==> src/ptp_ram.sv <==
// Generic single-write, single-read RAM with registered read data.
// Depends on nothing; width and depth come from parameters.
module ptp_ram #(
  parameter int WIDTH = 8,
  parameter int DEPTH = 64
) (
  input  logic                     clk,
  input  logic                     wr_en,
  input  logic [$clog2(DEPTH)-1:0] wr_addr,
  input  logic [WIDTH-1:0]         wr_data,
  input  logic                     rd_en,
  input  logic [$clog2(DEPTH)-1:0] rd_addr,
  output logic [WIDTH-1:0]         rd_data
);

  logic [WIDTH-1:0] mem [DEPTH];

  // Write port and registered read port
  always_ff @(posedge clk) begin
    if (wr_en) begin
      mem[wr_addr] <= wr_data;
    end
    if (rd_en) begin
      rd_data <= mem[rd_addr];
    end
  end

endmodule

==> config.mk <==
export PLATFORM = sky130hd
export DESIGN_NAME = ptp_ram
export DESIGN_NICKNAME = d
export VERILOG_FILES = /design/src/ptp_ram.sv
export SDC_FILE = /design/constraint.sdc
export NUM_CORES = 1
export LEC_CHECK = 0
export BUFFER_PORTS_ARGS = -buffer_cell sky130_fd_sc_hd__buf_4
export CAP_MARGIN = 20
export CORE_MARGIN = 2
export CORE_UTILIZATION = 40
export CTS_BUF_LIST = sky130_fd_sc_hd__clkbuf_4 sky130_fd_sc_hd__clkbuf_8
export CTS_CLUSTER_SIZE = 16
export DETAILED_ROUTE_END_ITERATION = 7
export GPL_TIMING_DRIVEN = 0
export PLACE_DENSITY = 0.65
export SYNTH_ARGS = -nofsm -noshare
export SYNTH_HDL_FRONTEND = slang
export SYNTH_SLANG_ARGS = --single-unit
export TNS_END_PERCENT = 20
==> constraint.sdc <==
create_clock -name clk -period 3.17 [get_ports clk]
set_input_delay 0.634 -clock clk [delete_from_list [all_inputs] [get_ports clk]]
set_output_delay 0.634 -clock clk [all_outputs]
set_load 0.02 [all_outputs]
==> run_results.csv, run 1 <==
group,metric,value,unit
outcome,status,"finished, final reports clean",
power_and_ir_drop,power.switching,0.00310,W
critical_path,cpLargestDelayFamily,"buffers and inverters",
finish,syn2layout_area_growth,13.0,%
synthesis,yosysWarnings,0,
route,ant_nets,0,
die,die-area,0.0524,sq mm
die,start_util,40.4,%
timing,worst_slew_pin_slew,1.10,ns
route,first_pass_iters,6,
synthesis,synth_flop_cell,"edfxtp_1",
power_and_ir_drop,internal_power,0.0109,W
die,ios,31,
timing,rsz0062_at_grt,"false",
power_and_ir_drop,switching_share,22.1,%
finish,layout_commonest_cell,"edfxtp_1",
power_and_ir_drop,p_leak,7.10,nW
global_routing,grt_pass1_vias,10000,
timing,timing.hold.ws,0.266,ns
global_routing,antenna_found_initial,2,
route,num_vias,10000,
timing,slew_headroom,26.4,%
power_and_ir_drop,power.share.clock,39.9,%
critical_path,crit_path_cell_trace,"buf_4 > buf_2 > buf_1 > nand2_1 > a211oi_1 > nor4_1 > nor3_1 > o32ai_1",
global_routing,grtUsageTotal,18.4,%
global_routing,grt_overflow_total,0,
route,drc,0,
clock_network,post_cts_buffers,0,
min_path,holdCritPathClass,"primary input to register",
synthesis,synth_nets,963,
power_and_ir_drop,peakVddDrop,276,uV
critical_path,crit_buf_inv,3,
timing,setup_slack,0.266,ns
placed_design,port_buffers,22,
synthesis,ys_ff_latch,520,
global_routing,grt_max_degree,65,
die,rows,82,
clock_network,htreeDepth,3,
critical_path,crit_required,3.51,ns
synthesis,syn_inst,940,
timing,fin_tns_setup,0,ns
power_and_ir_drop,p_comb_share,5.5,%
global_routing,grt_pass1_wl,69300,um
synthesis,yosysTopAreaCellShare,77.1,%
power_and_ir_drop,p_seq_share,54.6,%
timing,finClkSkew,0.0267,ns
critical_path,endpoint_kind,"register",
synthesis,yosys.area.top_type,"edfxtp_1",
critical_path,path_class,"primary input to register",
clock_network,root_buffer,"clkbuf_8",
clock_network,insertion_delay,0.64,ns
timing,drv_slew,0,
critical_path,cp.arrival,3.25,ns
power_and_ir_drop,power.density,612,mW/mm^2
placed_design,place_ws,-0.451,ns
timing,fin_crit_sh,91.6,%
clock_network,path_clk_slew,0.06,ns
route,post_drt_wl_per_cell,26.8,um
timing,period_minus_slack,2.90,ns
critical_path,crit_slowest_cell,"buf_1",
critical_path,slowest_delay,0.80,ns
timing,finalSetupViolations,0,
finish,final_nets,1070,
flow_run,maxCapViolations,0,
critical_path,crit_path_max_fanout,10,
die,die_w,229,um
finish,fillers,4270,
clock_network,cts_tree,"built",
synthesis,ys_seq_area_share,77.1,%
synthesis,syn_area_per_cell,21.5,sq um
synthesis,synth_edf_count,520,
synthesis,syn_area,0.0202,sq mm
clock_network,cts.sinks,520,
route,drt-total-wl,47900,um
synthesis,synth_cell_types,39,
synthesis,synth_area_leaders,"edfxtp_1, mux4_2, nor2_1",
timing,fmaxAchievable,0.344,GHz
clock_network,clockBufferDepth,3,
finish,final_cell_mix,"edfxtp_1, mux4_2, clkbuf_8",
synthesis,ys_async_sr_fraction,0,%
die,die_y,229,um
clock_network,cts_buffers,82,
placed_design,place.gp.congestion,0.915,
timing,hold_viol_final,0,
die,design.core.area,0.0501,sq mm
route,drtIter0Drc,1344,
placed_design,hpwlAfterDp,30100,um
route,avgViaCountPerCell,5.62,
finish,drive_gt1_share,29.3,%
critical_path,startpoint_type,"primary input",
[repair_timing]
action,CTS,global route
setup endpoints to repair,0,1
resized for setup,0,0
hold buffers,0,0
endpoints found under the hold margin,0,0
[worst reg2reg max path: stages (launching register included)]
cell      delay, ns
edfxtp_1       0.35
mux4_2         0.49
mux2_2         0.30
o221a_2        0.28
nor3_1         0.32
o32ai_1        0.23
[sequential cells by signal, summed over array words and instances, names as in the netlist]
register  flops
rd_data       8
mem         512
[path summary, 6_finish.rpt]
| check | startpoint | depth (start not counted) | slack (ns) | endpoint |
|---|---|---|---|---|
| worst min register to register | mem[6][7] | 4 | 1.07 | rd_data[7] |
| worst max-delay path | rd_addr[1] | 8 | 0.27 | rd_data[4] |
| worst max register to register | mem[21][4] | 5 | 0.91 | rd_data[4] |
| worst min-delay path | rd_en | 1 | 0.27 | rd_data[6] |
[stage by stage]
| stage | total power (W) | cells | instance area, sq um | util, % |
|---|---|---|---|---|
| CTS | 0.0141 | 1784 | 22900 | 45.7 |
| global placement | 0.00853 | 1634 | 21300 | 42.4 |
| global route | 0.0144 | 1784 | 22900 | 45.7 |
| finish | 0.0140 | 1784 | 22900 | 45.7 |
| floorplan | 0.00820 | 940 | 20200 | - |
| detailed placement | 0.00855 | 1636 | 21300 | 42.5 |
[power by group through the flow]
stage	Sequential, W	Clock (W)	Combinational (W)
6_report	0.00764	0.00558	0.000771
3_3_place_gp	0.00778	0	0.000754
5_1_grt	0.00764	0.00596	0.000811
3_5_place_dp	0.00778	0	0.000767
4_1_cts	0.00764	0.00566	0.000769
2_1_floorplan	0.00779	0	0.000406
[Yosys cell counts (4+ instances only)]
library cell and number:
mux4_2 126, a211oi_1 4, edfxtp_1 520, buf_6 4
nand3_1 13, nor3_1 7, buf_2 11, nor2b_1 14
nor2_1 83, a221oi_1 6, nand2b_1 7, o22ai_1 8
nand2_1 19, buf_4 13, clkbuf_1 17, mux2_2 13
buf_1 4, o221ai_1 8, mux2i_1 23
[cell type report]
type	instances	area, sq um	area share, %
Sequential cell	520	15600	68.3
Timing Repair Buffer	24	180	0.788
Antenna cell	1	2.50	0.0109
Buffer	50	313	1.37
Tap cell	672	841	3.68
Multi-Input combinational cell	369	4320	18.9
Clock buffer	106	1320	5.78
Clock inverter	42	287	1.25
[cell families after synthesis]
logic type	count (synthesis)	synth area share (%)
and+or+nand+nor	153	3.37
muxes	162	15.9
buffers and inverters	51	1.56
DFF	520	77.1
AOI/OAI and AO/OA	54	2.06
[metal layers]
layer / vias up / GRT usage [%] / wire (um)
li1: 4167 / - / -
met1: 5247 / 26.0 / 19700
met2: 518 / 28.3 / 22500
met3: 90 / 4.05 / 4510
met4: 2 / 6.84 / 1240
met5: - / 0 / 8
Power figures use the tool's default switching activity.
==> inputs of run 2 (changes only) <==
Settings changed: BUFFER_PORTS_ARGS -buffer_cell sky130_fd_sc_hd__buf_4 to -buffer_cell sky130_fd_sc_hd__buf_2, CTS_CLUSTER_DIAMETER set to 80.
==> run_results.csv, run 2 (synthesis results as in run 1) <==
group,metric,value,unit
finish,fillers,4329,
min_path,min-delay-start,"rd_en",
placed_design,place.gp.congestion,0.928,
clock_network,root_buffer,"clkbuf_8",
placed_design,post_dp_cell_area,0.0212,sq mm
route,first_pass_iters,6,
die,start_util,40.4,%
power_and_ir_drop,power.density,525,mW/mm^2
finish,largest_reg_flops,512,
finish,design_area,0.0219,sq mm
clock_network,htreeDepth,2,
critical_path,crit_path_max_fanout,10,
route,post_drt_wl_per_cell,27.8,um
clock_network,cts_buffers,38,
timing,finalSetupViolations,0,
critical_path,timing.rr.start,"mem[21][6]",
finish,largestRegisters,"mem x512, rd_data x8",
timing,finClkSkew,0.0350,ns
finish,drive_gt1_share,24.1,%
clock_network,path_clk_slew,0.10,ns
timing,drv_slew,0,
global_routing,grt_overflow_total,0,
finish,regMostFlops,"mem",
finish,final_nets,1035,
power_and_ir_drop,p_leak,6.60,nW
die,die-area,0.0524,sq mm
timing,hold_viol_final,0,
global_routing,grt_pass1_vias,9698,
placed_design,hpwlAfterDp,30100,um
flow_run,maxCapViolations,0,
clock_network,insertion_delay,0.60,ns
critical_path,cp-startpoint,"rd_addr[2]",
die,design.core.area,0.0501,sq mm
timing,rsz0062_at_grt,"false",
global_routing,antenna_found_initial,3,
min_path,holdCritPathClass,"primary input to register",
clock_network,cts_tree,"built",
route,drtIter0Drc,1255,
timing,timing.hold.ws,0.366,ns
outcome,status,"finished, final reports clean",
global_routing,grtUsageTotal,18.0,%
clock_network,cts.sinks,520,
power_and_ir_drop,peakVddDrop,230,uV
finish,syn2layout_area_growth,8.41,%
critical_path,crit_required,3.44,ns
timing,period_minus_slack,3.15,ns
route,num_vias,9701,
route,avgViaCountPerCell,5.75,
placed_design,port_buffers,22,
clock_network,cts_resized,0,
die,rows,82,
clock_network,clockBufferDepth,3,
route,ant_nets,0,
die,ios,31,
timing,worst_slew_pin_slew,0.966,ns
global_routing,grt_pass1_wl,67700,um
route,drc,0,
clock_network,postCtsHoldBufs,0,
global_routing,grt_max_degree,65,
die,die_w,229,um
timing,fin_crit_sh,99.4,%
timing,fmaxAchievable,0.317,GHz
clock_network,post_cts_buffers,0,
route,drt-total-wl,46900,um
critical_path,path_class,"primary input to register",
critical_path,startpoint_type,"primary input",
timing,slew_headroom,35.6,%
critical_path,endpoint_kind,"register",
critical_path,cp.arrival,3.42,ns
finish,layout_commonest_cell,"edfxtp_1",
die,die_y,229,um
finish,final_cell_mix,"edfxtp_1, mux4_2, nor2_1",
## run 2: cell count changes in the layout (fill, tap and decap cells not counted), moves of 6 or more
cell / before / now
buf_12: 2 / 8
buf_2: 11 / 33
buf_4: 37 / 15
clkbuf_4: 22 / 0
clkbuf_8: 84 / 39
clkinv_1: 17 / 1
clkinv_2: 15 / 0
## run 2: area by class of cell
| type | instances | area, sq um | share of cell area, % |
|---|---|---|---|
| Antenna cell | 2 | 5.00 | 0.0228 |
| Buffer | 51 | 317 | 1.44 |
| Clock buffer | 39 | 537 | 2.45 |
| Clock inverter | 3 | 20.0 | 0.0912 |
| Multi-Input combinational cell | 369 | 4320 | 19.7 |
| Sequential cell | 520 | 15600 | 71.1 |
| Tap cell | 672 | 841 | 3.83 |
| Timing Repair Buffer | 32 | 300 | 1.37 |
## run 2: path summary, 6_finish.rpt
check	to	slack, ns	cells after the start
max	rd_data[3]	0.02	7
min	rd_data[6]	0.37	1
max reg2reg	rd_data[6]	0.87	5
min reg2reg	rd_data[1]	1.10	4
## run 2: routing by layer
metal	up-vias	wire, um	global-route usage [%]
li1	4029	-	-
met1	5153	19500	25.6
met2	455	22500	28.7
met3	62	3880	3.14
met4	2	1050	4.95
met5	-	8	0
## run 2: through the flow
stage          worst slack (ns)  total power [W]  setup TNS (ns)  cells  utilization (%)
5_1_grt                 0.00813           0.0118               0   1688             43.8
6_report                 0.0183           0.0115               0   1688             43.8
3_3_place_gp             -0.445          0.00853           -2.30   1634             42.3
3_5_place_dp             -0.405          0.00854           -2.18   1636             42.4
4_1_cts                   0.200           0.0116               0   1678             43.5
2_1_floorplan             0.730          0.00820               0    940                -
## run 2: worst max-delay path, stage by stage
cell and delay (ns):
buf_2 0.19, buf_4 0.26, clkbuf_1 0.70, buf_2 0.57, o221ai_1 0.22, o21a_1 0.19, o41ai_1 0.63
## run 2: report_power, final
part	leakage [nW]	internal [W]	switching (W)
Combinational	1.63	0.000288	0.000494
Sequential	4.69	0.00761	0.0000115
Clock	0.286	0.00112	0.00199
==> inputs of run 3 (changes only) <==
Clock period 3.17 ns to 2.92 ns, I/O delays scaled along.
==> run_results.csv, run 3 (synthesis results as in run 1) <==
group,metric,value,unit
timing,rsz0062_at_grt,"false",
route,drt-total-wl,46800,um
timing,slew_headroom,35.4,%
timing,fin_crit_sh,101,%
critical_path,path_depth,8,
placed_design,place.gp.congestion,0.928,
route,avgViaCountPerCell,5.76,
finish,largestRegisters,"mem x512, rd_data x8",
timing,setup_slack,-0.0159,ns
critical_path,crit_required,3.22,ns
die,die-area,0.0524,sq mm
die,ios,31,
critical_path,crit_slowest_cell,"clkdlybuf4s15_1",
critical_path,crit_buf_inv,3,
die,die_y,229,um
timing,fin_tns_setup,-0.0303,ns
critical_path,endpoint_kind,"register",
clock_network,cts_buffers,38,
min_path,holdCritPathClass,"primary input to register",
timing,finalSetupViolations,2,
finish,syn2layout_area_growth,8.44,%
clock_network,post_cts_buffers,0,
critical_path,crit_path_max_fanout,10,
route,num_vias,9717,
timing,finClkSkew,0.0271,ns
timing,worst_slew_pin_slew,0.966,ns
clock_network,clockBufferDepth,3,
finish,regMostFlops,"mem",
power_and_ir_drop,power.density,569,mW/mm^2
finish,largest_reg_flops,512,
route,post_drt_wl_per_cell,27.7,um
timing,drv_slew,0,
placed_design,place_inst,1636,
die,die_w,229,um
placed_design,hpwlAfterDp,30100,um
power_and_ir_drop,p_leak,6.60,nW
critical_path,crit_path_cell_trace,"buf_4 > buf_2 > clkdlybuf4s15_1 > nand2_1 > a211oi_1 > nor4_1 > nor3_1 > o32ai_1",
route,top_layer_used,"met5",
timing,fmaxAchievable,0.341,GHz
global_routing,grt_overflow_total,0,
clock_network,cts_tree,"built",
critical_path,cp.arrival,3.23,ns
route,drtIter0Drc,1301,
critical_path,slowest_delay,0.78,ns
clock_network,htreeDepth,2,
global_routing,grt_max_degree,65,
finish,layout.cells.non_filler,1688,
finish,final_nets,1034,
critical_path,r2r_cells,5,
route,wl_met3,3590,um
clock_network,path_clk_slew,0.09,ns
route,ant_nets,0,
min_path,hold_path_depth,1,
clock_network,insertion_delay,0.59,ns
clock_network,cts.sinks,520,
die,start_util,40.4,%
timing,period_minus_slack,2.94,ns
die,rows,82,
critical_path,path_class,"primary input to register",
flow_run,maxCapViolations,0,
power_and_ir_drop,peakVddDrop,244,uV
route,drc,0,
global_routing,grtUsageTotal,17.9,%
global_routing,grt_pass1_vias,9683,
route,wl_met2,22400,um
critical_path,startpoint_type,"primary input",
clock_network,root_buffer,"clkbuf_8",
finish,fin_util,43.9,%
finish,final_cell_mix,"edfxtp_1, mux4_2, nor2_1",
finish,layout_commonest_cell,"edfxtp_1",
timing,hold_viol_final,0,
finish,drive_gt1_share,24.1,%
global_routing,grt_pass1_wl,67500,um
die,design.core.area,0.0501,sq mm
route,first_pass_iters,5,
placed_design,port_buffers,22,
outcome,status,"finished, violations left",
outcome,violations,"negative setup slack",
global_routing,antenna_found_initial,3,
route,wl_met1,19600,um
critical_path,cpLargestDelayFamily,"buffers and inverters",
[run 3: cell types whose count changed in the layout (fill, tap and decap cells not counted)]
cell             before  now
buf_1                 4    3
clkbuf_1             17   16
clkdlybuf4s15_1       0    1
diode_2               2    3
[run 3: cell type report]
type | count | area, sq um
Multi-Input combinational cell | 369 | 4320
Antenna cell | 3 | 7.51
Sequential cell | 520 | 15600
Timing Repair Buffer | 32 | 300
Buffer | 50 | 319
Tap cell | 672 | 841
Fill cell | 4330 | 28100
Clock buffer | 39 | 537
Clock inverter | 3 | 20.0
[run 3: path summary, 6_finish.rpt]
kind / from / to / slack [ns]
setup / recovery: rd_addr[1] / rd_data[6] / -0.02
hold / removal: rd_en / rd_data[0] / 0.33
setup reg to reg: mem[17][4] / rd_data[4] / 0.60
hold reg to reg: mem[3][7] / rd_data[7] / 1.09
[run 3: what timing repair did]
item | in CTS | in global routing
hold buffers | 0 | 0
gates resized for setup | 0 | 1
setup endpoints to repair | 1 | 2
pin swaps | 0 | 0
[run 3: where the power goes]
part | leakage (nW) | internal [W] | switching [W]
registers | 4.69 | 0.00826 | 0.0000125
clock network | 0.286 | 0.00122 | 0.00216
logic | 1.63 | 0.000313 | 0.000537
[run 3: worst reg2reg max path, delay by kind of cell (launching register included)]
family / cells / cell delay, ns
multiplexers: 2 / 0.77
AND/OR/NAND/NOR: 1 / 0.36
AO/OA/AOI/OAI: 2 / 0.53
flip-flops: 1 / 0.38
[run 3: per-layer routing]
| layer | vias to the layer above | track usage [%] |
|---|---|---|
| li1 | 4027 | - |
| met4 | 2 | 4.85 |
| met3 | 71 | 3.08 |
| met5 | - | 0 |
| met1 | 5175 | 25.5 |
| met2 | 442 | 28.7 |
[run 3: through the flow]
stage	worst slack (ns)	instance area, sq um	total power (W)	hold WS (ns)
5_1_grt	0.00213	22000	0.0129	0.311
6_report	-0.0159	22000	0.0125	0.325
4_1_cts	0.105	21800	0.0126	0.298
2_1_floorplan	0.530	20200	0.00890	0.683
3_3_place_gp	-0.645	21200	0.00926	0.919
3_5_place_dp	-0.605	21200	0.00927	0.926
